[src/design/sfa_pkg.sv]
// Package: constants, types and helpers of the single-precision add/sub core.
package sfa_pkg;
  localparam int unsigned QueueDepth = 2;
  localparam logic [31:0] QNAN_WORD = 32'h7FC0_0000;
  localparam logic [7:0] EXP_MAXF = 8'hFF;

  typedef enum logic [1:0] {
    CLS_FINITE  = 2'd0,
    CLS_SPECIAL = 2'd1
  } cls_t;

  typedef struct packed {
    cls_t        cls;
    logic [31:0] special;
    logic        lsign;
    logic        rsign;
    logic [7:0]  lexp;
    logic [7:0]  rexp;
    logic [23:0] lman;
    logic [23:0] rman;
  } front_item_t;

  function automatic logic [24:0] shift_round(input logic [24:0] v, input logic [4:0] n);
    logic [49:0] w;
    logic [24:0] q;
    logic [24:0] low;
    logic [24:0] half;
    w = {v, 25'd0} >> n;
    q = w[49:25];
    low = w[24:0];
    half = 25'h100_0000;
    if (n == 5'd0) begin
      q = v;
    end else if (low > half) begin
      q = q + 25'd1;
    end else if (low == half) begin
      q = q + {24'd0, q[0]};
    end
    return q;
  endfunction

  function automatic logic [4:0] lead_zeros(input logic [23:0] v);
    logic [4:0] n;
    n = 5'd24;
    for (int i = 0; i < 24; i++) begin
      if (v[i]) n = 5'(23 - i);
    end
    return n;
  endfunction
endpackage

[src/design/sfa_if.sv]
// Valid/ready channel interfaces of the single-precision add/sub core.
interface sfa_in_if;
  logic        valid;
  logic        ready;
  logic        req_type;
  logic [31:0] left_operand;
  logic [31:0] right_operand;
  modport source (output valid, req_type, left_operand, right_operand, input ready);
  modport sink (input valid, req_type, left_operand, right_operand, output ready);
endinterface

interface sfa_out_if;
  logic        valid;
  logic        ready;
  logic [31:0] sum_value;
  modport source (output valid, sum_value, input ready);
  modport sink (input valid, sum_value, output ready);
endinterface

[src/design/single_float_add_sub_core.sv]
// Top level of the single-precision add/sub core.
// Usage: drive in_valid with req_type (0 add, 1 subtract) and two IEEE
// single words; a transfer happens when in_valid and in_ready are high.
// The result comes on out_sum_value with out_valid; it is taken when
// out_ready is high. The front end unpacks, handles NaN and infinity and
// aligns the smaller operand with round-to-nearest-even, then writes a
// two-entry queue. The back end adds or subtracts, normalizes with a
// leading-zero count and shifter, and registers the packed word.
// The input transfer writes the queue; the back end then loads the result
// into the output register and raises out_valid (queue plus output register).
// Throughput: one item per cycle while out_ready stays high.
// When the receiver stalls, the output register holds, the queue fills,
// and in_ready drops once the queue is full; nothing is lost.
// Reset (rst_n low, synchronous) empties the queue and output register.
module single_float_add_sub_core (
  input  logic        clk,
  input  logic        rst_n,
  input  logic        in_valid,
  output logic        in_ready,
  input  logic        in_req_type,
  input  logic [31:0] in_left_operand,
  input  logic [31:0] in_right_operand,
  output logic        out_valid,
  input  logic        out_ready,
  output logic [31:0] out_sum_value
);
  import sfa_pkg::*;
  sfa_in_if in_ch ();
  sfa_out_if out_ch ();
  front_item_t item;
  logic item_valid, item_ready;

  assign in_ch.valid = in_valid;
  assign in_ch.req_type = in_req_type;
  assign in_ch.left_operand = in_left_operand;
  assign in_ch.right_operand = in_right_operand;
  assign in_ready = in_ch.ready;
  assign out_valid = out_ch.valid;
  assign out_sum_value = out_ch.sum_value;
  assign out_ch.ready = out_ready;

  sfa_front u_front (
    .clk(clk), .rst_n(rst_n), .in_ch(in_ch),
    .item_valid(item_valid), .item_ready(item_ready), .item(item)
  );
  sfa_back u_back (
    .clk(clk), .rst_n(rst_n), .item_valid(item_valid),
    .item_ready(item_ready), .item(item), .out_ch(out_ch)
  );
endmodule

[src/design/sfa_front.sv]
// Front end: accept operands, classify specials, unpack and align.
module sfa_front (
  input  logic                clk,
  input  logic                rst_n,
  sfa_in_if.sink              in_ch,
  output logic                item_valid,
  input  logic                item_ready,
  output sfa_pkg::front_item_t item
);
  import sfa_pkg::*;
  logic [31:0] l, r;
  logic [7:0] lef, ref_e, dexp;
  logic [22:0] lf, rf;
  logic [23:0] lm, rm;
  logic [7:0] le, re, diff;
  logic [24:0] sh;
  logic [4:0] amt;
  front_item_t it;

  always_comb begin
    l = in_ch.left_operand;
    r = in_ch.right_operand ^ {in_ch.req_type, 31'd0};
    lef = l[30:23];
    ref_e = r[30:23];
    lf = l[22:0];
    rf = r[22:0];
    lm = {lef != 8'd0, lf};
    rm = {ref_e != 8'd0, rf};
    le = (lef == 8'd0) ? 8'd1 : lef;
    re = (ref_e == 8'd0) ? 8'd1 : ref_e;
    it = '0;
    it.lsign = l[31];
    it.rsign = r[31];
    it.cls = CLS_FINITE;
    it.special = '0;
    if (lef == EXP_MAXF) begin
      it.cls = CLS_SPECIAL;
      if (lf != 23'd0) it.special = l;
      else if (ref_e == EXP_MAXF) begin
        if (rf != 23'd0) it.special = r;
        else it.special = (l[31] == r[31]) ? r : QNAN_WORD;
      end else it.special = l;
    end else if (ref_e == EXP_MAXF) begin
      it.cls = CLS_SPECIAL;
      it.special = r;
    end
    diff = 8'd0;
    dexp = le;
    if (re > le) begin
      diff = re - le;
      dexp = re;
    end else if (le > re) begin
      diff = le - re;
    end
    amt = (diff > 8'd25) ? 5'd25 : diff[4:0];
    sh = shift_round({1'b0, (re > le) ? lm : rm}, amt);
    if (diff > 8'd24) sh = '0;
    it.lexp = dexp;
    it.rexp = dexp;
    it.lman = (re > le) ? sh[23:0] : lm;
    it.rman = (le > re) ? sh[23:0] : rm;
  end

  sfa_queue u_queue (
    .clk       (clk),
    .rst_n     (rst_n),
    .wr_valid  (in_ch.valid),
    .wr_ready  (in_ch.ready),
    .wr_data   (it),
    .rd_valid  (item_valid),
    .rd_ready  (item_ready),
    .rd_data   (item)
  );
endmodule

[src/design/sfa_queue.sv]
// Short queue between the front and back ends.
module sfa_queue (
  input  logic                 clk,
  input  logic                 rst_n,
  input  logic                 wr_valid,
  output logic                 wr_ready,
  input  sfa_pkg::front_item_t wr_data,
  output logic                 rd_valid,
  input  logic                 rd_ready,
  output sfa_pkg::front_item_t rd_data
);
  import sfa_pkg::*;
  front_item_t mem_r [QueueDepth];
  logic wp_r, rp_r, wp_nxt, rp_nxt;
  logic [1:0] cnt_r, cnt_nxt;
  logic wr, rd;

  assign wr_ready = cnt_r != 2'(QueueDepth);
  assign rd_valid = cnt_r != 2'd0;
  assign rd_data = mem_r[rp_r];
  assign wr = wr_valid && wr_ready;
  assign rd = rd_valid && rd_ready;

  always_comb begin
    wp_nxt = wr ? !wp_r : wp_r;
    rp_nxt = rd ? !rp_r : rp_r;
    cnt_nxt = cnt_r + {1'b0, wr} - {1'b0, rd};
  end

  always_ff @(posedge clk) begin
    if (!rst_n) begin
      wp_r <= 1'b0;
      rp_r <= 1'b0;
      cnt_r <= 2'd0;
    end else begin
      wp_r <= wp_nxt;
      rp_r <= rp_nxt;
      cnt_r <= cnt_nxt;
    end
  end

  always_ff @(posedge clk) begin
    if (wr) mem_r[wp_r] <= wr_data;
  end
endmodule

[src/design/sfa_back.sv]
// Back end: add or subtract magnitudes, normalize, round and pack.
module sfa_back (
  input  logic                 clk,
  input  logic                 rst_n,
  input  logic                 item_valid,
  output logic                 item_ready,
  input  sfa_pkg::front_item_t item,
  sfa_out_if.source            out_ch
);
  import sfa_pkg::*;
  logic [24:0] sum, rnd;
  logic sgn;
  logic [8:0] e, en;
  logic [4:0] lz, sh;
  logic [23:0] m;
  logic [31:0] res;
  logic valid_r;
  logic [31:0] data_r;

  always_comb begin
    sgn = item.lsign;
    if (item.lsign != item.rsign) begin
      if (item.lman > item.rman) sum = {1'b0, item.lman - item.rman};
      else begin
        sum = {1'b0, item.rman - item.lman};
        sgn = item.rsign;
      end
    end else sum = {1'b0, item.lman} + {1'b0, item.rman};
    e = {1'b0, item.lexp};
    rnd = shift_round(sum, 5'd1);
    lz = lead_zeros(sum[23:0]);
    sh = ({4'd0, lz} < e) ? lz : 5'(e - 9'd1);
    m = sum[23:0] << sh;
    en = e - {4'd0, sh};
    res = '0;
    if (item.cls == CLS_SPECIAL) res = item.special;
    else if (sum == 25'd0) res = '0;
    else if (sum[24]) begin
      en = e + 9'd1;
      if (en >= 9'd255) res = {sgn, 8'hFF, 23'd0};
      else res = {sgn, rnd[23] ? en[7:0] : 8'd0, rnd[22:0]};
    end else res = {sgn, m[23] ? en[7:0] : 8'd0, m[22:0]};
  end

  assign item_ready = !valid_r || out_ch.ready;
  assign out_ch.valid = valid_r;
  assign out_ch.sum_value = data_r;

  always_ff @(posedge clk) begin
    if (!rst_n) valid_r <= 1'b0;
    else if (item_ready) valid_r <= item_valid;
  end

  always_ff @(posedge clk) begin
    if (item_ready && item_valid) data_r <= res;
  end
endmodule

[config.mk]
export PLATFORM = sky130hd
export DESIGN_NAME = single_float_add_sub_core
export DESIGN_NICKNAME = d
export VERILOG_FILES = /design/src/design/sfa_pkg.sv /design/src/design/sfa_if.sv /design/src/design/single_float_add_sub_core.sv /design/src/design/sfa_front.sv /design/src/design/sfa_queue.sv /design/src/design/sfa_back.sv
export SDC_FILE = /design/constraint.sdc
export NUM_CORES = 1
export LEC_CHECK = 0
export BUFFER_PORTS_ARGS = -buffer_cell sky130_fd_sc_hd__buf_2
export CAP_MARGIN = 20
export CORE_MARGIN = 1.5
export CORE_UTILIZATION = 40
export CTS_CLUSTER_DIAMETER = 150
export DETAILED_ROUTE_END_ITERATION = 6
export GPL_TIMING_DRIVEN = 0
export MAX_ROUTING_LAYER = met4
export REMOVE_ABC_BUFFERS = 1
export SLEW_MARGIN = 15
export SYNTH_ARGS = -nofsm -noshare
export SYNTH_HDL_FRONTEND = slang
export SYNTH_SLANG_ARGS = --single-unit
[constraint.sdc]
create_clock -name clk -period 15.6 [get_ports clk]
set_input_delay 2.34 -clock clk [delete_from_list [all_inputs] [get_ports clk]]
set_output_delay 2.34 -clock clk [all_outputs]
set_load 0.1 [all_outputs]
==> flow_summary.rst, run 1 <==
.. list-table::
   :header-rows: 1

   * - Metric
     - Value
   * - Crit path arrival time
     - 12.20 ns
   * - Total global routing track utilization
     - 25.45%
   * - Result of the run
     - finished clean
   * - Final net count
     - 2344
   * - Yosys reg bits
     - 220
   * - Hold buffers post-CTS
     - 0
   * - Startpoint Class
     - register
   * - Synth Cell Area
     - 19670 um^2
   * - Worst min-delay path class
     - register to register
   * - Final number of max-transition violations
     - 0
   * - GPL Wtd Cong
     - 0.9551
   * - Chip height
     - 224.8 um
   * - Worst Max-Slew Pin Slew
     - 1.057 ns
   * - Share of final-layout standard cells stronger than drive strength 1
     - 12.22%
   * - Synth unique cells
     - 97
   * - Worst-Skew Late Latency
     - 0.53 ns
   * - Quantity of gates resized following cts
     - 0
   * - Post-CTS Setup Inserts
     - 0
   * - Vias after detailed routing
     - 17260
   * - Main combinational cell family by area after synthesis
     - compound AO/OA/AOI/OAI gates
   * - Post-Layout Cell Count
     - 2849
   * - Stage delay of the slowest cell on the critical path
     - 0.82 ns
   * - Multiplexer fraction of the synthesized cell area
     - 14.68%
   * - XOR/XNOR share of the synthesized area
     - 4.357%
   * - Global-route wire length before repair
     - 97390 um
   * - Hold Vio Cnt, Final
     - 0
   * - Cell count after synthesis
     - 2153
   * - Number of max-cap violations
     - 0
   * - FFs w/ async S/R, synth
     - 0%
   * - Top achievable clock speed
     - 84.22 MHz
   * - Yosys Warn Count
     - 0
   * - Compound-gate portion of the synthesized area
     - 19.87%
   * - Routed Antenna Nets
     - 0
   * - Remaining global-route overflow
     - 0
   * - Leading register cell type out of synthesis
     - sky130_fd_sc_hd__edfxtp_1
   * - Maximum number of pins on one net before global-route repair
     - 56
   * - Count of input and output buffers
     - 102
   * - RSZ-0062 raised after global routing
     - no
   * - Maximum root-to-sink buffer count
     - 3
   * - Initial core utilization
     - 40.36%
   * - Number of top-level pins
     - 103
   * - Endpoint type of the worst setup path
     - register
   * - HPWL reported at the end of detailed placement
     - 49330 um
   * - Antenna violations before repair
     - 0
   * - Final Skew
     - 0.01178 ns
   * - Synth Area in Simple Gates
     - 15.71%
   * - Number of design-rule violations left by the first detailed-router iteration
     - 1532
   * - Number of CTS-inserted buffers
     - 23
   * - Worst path bufs/invs
     - 6
   * - Placed Instances
     - 2806
   * - Critical Path Slowest Stage Cell
     - sky130_fd_sc_hd__o211ai_1
   * - Std-Cell Rows
     - 81
   * - Chip width
     - 224.8 um
   * - Data required time at the worst endpoint
     - 15.93 ns
   * - Placeable Area
     - 48750 um^2
   * - H-Tree Level Count
     - 1
   * - Fin crit period
     - 11.87 ns
   * - Total wire length after detailed routing
     - 63850 um
   * - Relative area change from synthesis to final layout
     - 10.63%
   * - Highest fanout seen on the critical path
     - 44
   * - Setup tns final
     - 0 ns
   * - CTS root buf
     - sky130_fd_sc_hd__clkbuf_16
   * - Kind of critical path
     - register to register
   * - Total Die Area
     - 50520 um^2
   * - Final setup violation count
     - 0
   * - Clock-pin transition on the worst setup and hold timing paths
     - 0.06 ns
   * - Slew headroom
     - 27.52%
   * - Post-detailed-route wirelength per cell
     - 22.41 um
   * - Post-synth EDFFs
     - 214
   * - Cell class contributing the biggest share of worst-path delay
     - compound AO/OA/AOI/OAI gates
   * - Number of vias per cell
     - 6.058
   * - Post-route DRC
     - 0
   * - Area share of fa/ha/maj cells after synthesis
     - 6.933%
   * - Sequential area share after synthesis
     - 33.28%
   * - # clock sinks
     - 220
   * - Antenna diode count
     - 0
   * - TritonCTS clock tree
     - built
   * - Portion of the clock cycle consumed by the worst path in the final layout
     - 76.11%
   * - Mean instance size in the synthesized netlist
     - 9.137 um^2
   * - Initial DRT Pass Iterations
     - 7
   * - Vias in the first global route
     - 16400
-- state kept, by name, summed over array words and instances (netlist names), named ones only --
name                     count
u_back.out_ch.sum_value     32
u_back.out_ch.valid          1
u_front.u_queue.cnt_r        2
u_front.u_queue.mem_r      182
u_front.u_queue.rp_r         1
u_front.u_queue.wp_r         1
-- layout make-up --
type	count	area [um^2]
timing repair buffer	126	938.4
fill	4699	26980
sequential	220	6550
tap	664	830.8
clock buffer	25	583.1
multi-input combinational	1678	12220
inverter	120	450.4
clock inverter	16	191.4
-- cells in the mapped netlist, types with 12 or more instances --
cell type                    n  area (um^2)
sky130_fd_sc_hd__nand2_1   226        848.3
sky130_fd_sc_hd__edfxtp_1  214         6426
sky130_fd_sc_hd__mux2i_1   212         2122
sky130_fd_sc_hd__nor2_1    139        521.8
sky130_fd_sc_hd__a21oi_1   118        590.6
sky130_fd_sc_hd__inv_1     118        442.9
sky130_fd_sc_hd__o21ai_0   107        535.5
sky130_fd_sc_hd__ha_1      101         1264
sky130_fd_sc_hd__clkbuf_1   90        337.8
sky130_fd_sc_hd__xnor2_1    72        630.6
sky130_fd_sc_hd__nand3_1    45        225.2
sky130_fd_sc_hd__mux2_2     41        461.7
sky130_fd_sc_hd__nor3_1     39        195.2
sky130_fd_sc_hd__a21o_1     34        255.2
sky130_fd_sc_hd__nor4_1     31        193.9
sky130_fd_sc_hd__a22o_1     27        236.5
sky130_fd_sc_hd__a31oi_1    27        168.9
sky130_fd_sc_hd__buf_2      25        125.1
sky130_fd_sc_hd__o211ai_1   25        187.7
sky130_fd_sc_hd__nand2b_1   24        150.1
sky130_fd_sc_hd__xor2_1     24        210.2
sky130_fd_sc_hd__o31ai_1    22        165.2
sky130_fd_sc_hd__and2_1     21        131.4
sky130_fd_sc_hd__nand4_1    21        131.4
sky130_fd_sc_hd__a211oi_1   20        150.1
sky130_fd_sc_hd__o21a_1     19        142.6
sky130_fd_sc_hd__o22ai_1    19        118.9
sky130_fd_sc_hd__nor2b_1    16        100.1
sky130_fd_sc_hd__o21bai_1   16        120.1
sky130_fd_sc_hd__buf_1      15        56.30
sky130_fd_sc_hd__or3_1      14        87.58
sky130_fd_sc_hd__and3_1     13        81.33
sky130_fd_sc_hd__and4_1     13        113.9
sky130_fd_sc_hd__a211o_1    12        105.1
sky130_fd_sc_hd__o21ai_1    12        60.06
-- per-layer routing --
layer	track usage, %	part of all wire (%)	up-vias
li1	-	-	8040
met1	33.49	44	8462
met2	40.77	47	628
met3	2.547	5.7	129
met4	9.223	3.7	0
met5	-	0	-
-- cells by family (layout without fill, tap and decap cells) --
| kind of cell | after synthesis | in the layout |
|---|---|---|
| multiplexers | 267 | 267 |
| XOR/XNOR | 97 | 97 |
| adder cells (fa/ha/maj) | 106 | 106 |
| buffers and inverters | 255 | 287 |
| AND/OR/NAND/NOR | 637 | 637 |
| AO/OA/AOI/OAI | 571 | 571 |
| flip-flops | 220 | 220 |
-- placed cells by master, fill, tap and decap left out, drive strengths merged, types with 12 or more instances in the layout --
| cell | n |
|---|---|
| nand2 | 227 |
| nor4 | 34 |
| o22ai | 19 |
| or3 | 14 |
| nor2b | 16 |
| nand2b | 24 |
| mux2 | 42 |
| nor3 | 39 |
| o21a | 19 |
| inv | 122 |
| mux2i | 214 |
| o21bai | 16 |
| nor2 | 140 |
| o31ai | 23 |
| and4 | 13 |
| and3 | 13 |
| buf | 125 |
| ha | 101 |
| xor2 | 24 |
| nand4 | 21 |
| o211ai | 25 |
| a31oi | 29 |
| a211oi | 20 |
| a21oi | 119 |
| and2 | 21 |
| clkbuf | 26 |
| nand3 | 45 |
| xnor2 | 73 |
| a21o | 34 |
| a211o | 12 |
| a22o | 27 |
| edfxtp | 214 |
| o21ai | 119 |
-- metrics by stage --
| stage | area [um^2] | setup slack (ns) | hold WS, ns | utilization, % |
|---|---|---|---|---|
| finish | 21760 | 3.726 | 0.5427 | 44.64 |
| global route | 21760 | 2.868 | 0.5744 | 44.64 |
| CTS | 21740 | 3.885 | 0.5509 | 44.61 |
| detailed placement | 20970 | 3.946 | 0.5392 | 43.02 |
| global placement | 20450 | -0.9365 | 0.5166 | 41.94 |
| floorplan | 19100 | 3.872 | 0.4907 | - |
-- worst reg2reg max path: cells and delay by family (launching register included) --
| family | cells | cell delay, ns |
|---|---|---|
| AO/OA/AOI/OAI | 14 | 4.40 |
| XOR/XNOR | 1 | 0.18 |
| adder cells (fa/ha/maj) | 3 | 1.12 |
| buffers and inverters | 6 | 1.47 |
| flip-flops | 1 | 0.63 |
| multiplexers | 3 | 1.97 |
| AND/OR/NAND/NOR | 6 | 1.91 |
-- final timing paths --
path / slack, ns / end / cells after the start / start
min reg2reg: 0.54 / u_back.out_ch.valid / 1 / u_front.u_queue.cnt_r[0]
max reg2reg: 3.73 / u_back.out_ch.sum_value[30] / 33 / register
min: 0.54 / u_back.out_ch.valid / 1 / u_front.u_queue.cnt_r[0]
max: 3.73 / u_back.out_ch.sum_value[30] / 33 / register
Power of run 1 is not shown: default switching activity piles up to over one toggle a cycle in this logic, so the estimate is an artifact.
==> run 2: changes to the inputs <==
==> constraint.sdc (replaced) <==
create_clock -name clk -period 10.8 [get_ports clk]
set_input_delay 1.62 -clock clk [delete_from_list [all_inputs] [get_ports clk]]
set_output_delay 1.62 -clock clk [all_outputs]
set_load 0.1 [all_outputs]
==> run 2 against run 1 <==
  * Cell count grew 0.25%
  * Sequential cell count is the same
  * First-iteration DRC count shrank 2.7%
  * Global-route usage is essentially flat
  * Critical path depth shrank 3
  * Design area grew 0.54%
  * Clock-buffer cell count is the same
  * Utilization grew 0.24 points
  * Critical path type unchanged
  * Critical endpoint is now u_back.out_ch.sum_value[28]
==> flow_summary.rst, run 2 (synthesis gave the netlist of run 1 again) <==
.. list-table::
   :header-rows: 1

   * - Metric
     - Value
   * - Result of the run
     - finished clean
   * - Clock-pin transition on the worst setup and hold timing paths
     - 0.06 ns
   * - CTS root buf
     - sky130_fd_sc_hd__clkbuf_16
   * - Post-layout utilization of the core
     - 44.89%
   * - Number of design-rule violations left by the first detailed-router iteration
     - 1490
   * - Placeable Area
     - 48750 um^2
   * - Final number of max-transition violations
     - 0
   * - Crit path arrival time
     - 10.53 ns
   * - Global-route wire length before repair
     - 97480 um
   * - H-Tree Level Count
     - 1
   * - Top register by number of flip-flops
     - u_front.u_queue.mem_r
   * - Number of vias per cell
     - 6.031
   * - Commonest cells after routing, fill and taps aside
     - sky130_fd_sc_hd__nand2_1 (225), sky130_fd_sc_hd__edfxtp_1 (214), sky130_fd_sc_hd__mux2i_1 (207)
   * - Count of input and output buffers
     - 102
   * - GPL Wtd Cong
     - 0.9551
   * - Final setup violation count
     - 0
   * - Highest metal used
     - met4
   * - Post-route DRC
     - 0
   * - Antenna diode count
     - 0
   * - Relative area change from synthesis to final layout
     - 11.23%
   * - FILL cells
     - 4691
   * - Initial core utilization
     - 40.36%
   * - Top achievable clock speed
     - 98.16 MHz
   * - TritonCTS clock tree
     - built
   * - Initial DRT Pass Iterations
     - 6
   * - Antenna violations before repair
     - 0
   * - Hold Worst Slack
     - 0.5409 ns
   * - Remaining global-route overflow
     - 0
   * - Chip width
     - 224.8 um
   * - Std-Cell Rows
     - 81
   * - Number of CTS-inserted buffers
     - 23
   * - Startpoint Class
     - register
   * - Vias after detailed routing
     - 17230
   * - Stage delay of the slowest cell on the critical path
     - 0.76 ns
   * - Portion of the clock cycle consumed by the worst path in the final layout
     - 94.32%
   * - Number of max-cap violations
     - 0
   * - Total Die Area
     - 50520 um^2
   * - Reg area
     - 6550 um^2
   * - # clock sinks
     - 220
   * - Highest fanout seen on the critical path
     - 44
   * - Commonest non-fill, non-tap cell in the layout
     - sky130_fd_sc_hd__nand2_1
   * - Met3 Wirelength
     - 3996 um
   * - Chip height
     - 224.8 um
   * - Total wire length after detailed routing
     - 64120 um
   * - Critical Path Slowest Stage Cell
     - sky130_fd_sc_hd__ha_1
   * - Met2 routed wirelength
     - 29890 um
   * - Hold buffers post-CTS
     - 0
   * - Data required time at the worst endpoint
     - 11.14 ns
   * - Maximum number of pins on one net before global-route repair
     - 56
   * - Fin crit period
     - 10.19 ns
   * - Kind of critical path
     - register to register
   * - Worst path setup slack after routing
     - 0.6130 ns
   * - Worst Max-Slew Pin Slew
     - 1.072 ns
   * - Final Skew
     - 0.01263 ns
   * - Total global routing track utilization
     - 25.49%
   * - Slew headroom
     - 26.51%
   * - Setup slack after placement
     - -0.8545 ns
   * - Share of final-layout standard cells stronger than drive strength 1
     - 12.82%
   * - Vias in the first global route
     - 16400
   * - Number of top-level pins
     - 103
   * - Max FFs per register
     - 182
   * - Worst-Skew Late Latency
     - 0.53 ns
   * - Maximum root-to-sink buffer count
     - 3
   * - Routed Antenna Nets
     - 0
   * - Hold Vio Cnt, Final
     - 0
   * - HPWL reported at the end of detailed placement
     - 49330 um
   * - Total area of multi-input combinational cells
     - 12280 um^2
   * - Final net count
     - 2351
   * - Worst min-delay path class
     - register to register
   * - Endpoint type of the worst setup path
     - register
   * - RSZ-0062 raised after global routing
     - no
   * - Post-detailed-route wirelength per cell
     - 22.45 um
   * - Sum of routed wire segments on met1
     - 27820 um
==> run 2: cell types whose count changed in the layout (fill, tap and decap cells not counted), sizes merged <==
cell	before	now
buf	125	132
==> run 2: area by class of cell <==
class | instances | area share [%]
multi-input cells | 1678 | 56.14
flip-flops and latches | 220 | 29.93
repair buffers | 133 | 4.529
well taps | 664 | 3.797
clock buffers | 25 | 2.665
inverters | 120 | 2.059
clock inverters | 16 | 0.8749
==> run 2: worst paths after layout <==
kind	slack, ns	end	depth (start not counted)	startpoint
setup / recovery	0.61	u_back.out_ch.sum_value[28]	30	register
hold reg to reg	0.54	u_back.out_ch.valid	1	u_front.u_queue.cnt_r[0]
setup reg to reg	0.61	u_back.out_ch.sum_value[28]	30	register
hold / removal	0.54	u_back.out_ch.valid	1	u_front.u_queue.cnt_r[0]
==> run 2: repair_timing <==
item,in CTS,in global routing
resized for setup,1,10
endpoints found under the setup margin,29,28
cloned,0,0
buffers inserted,2,5
pin swaps,1,2
==> run 2: critical path, delay by kind of cell, from the launching register on <==
family          cells  cell delay, ns
flops               1            0.62
fa+ha+maj           2            1.04
buf+inv             5            1.03
mux                 4            1.63
simple gates        9            2.78
compound gates     10            2.77
==> run 2: layer usage <==
layer	up-vias	GRT usage (%)
met5	-	-
met4	0	9.288
met3	128	2.587
met2	679	40.83
met1	8366	33.49
li1	8052	-
==> run 2: per-stage QoR <==
stage,setup TNS (ns),std cells,instance area [um^2]
after CTS,0,2849,21760
after global routing,0,2856,21880
after global placement,-334.14,2784,20450
final,0,2856,21880
after floorplan,-17.63,2018,19100
after detailed placement,-9.544,2806,20970
Power of run 2 is left out for the same reason.
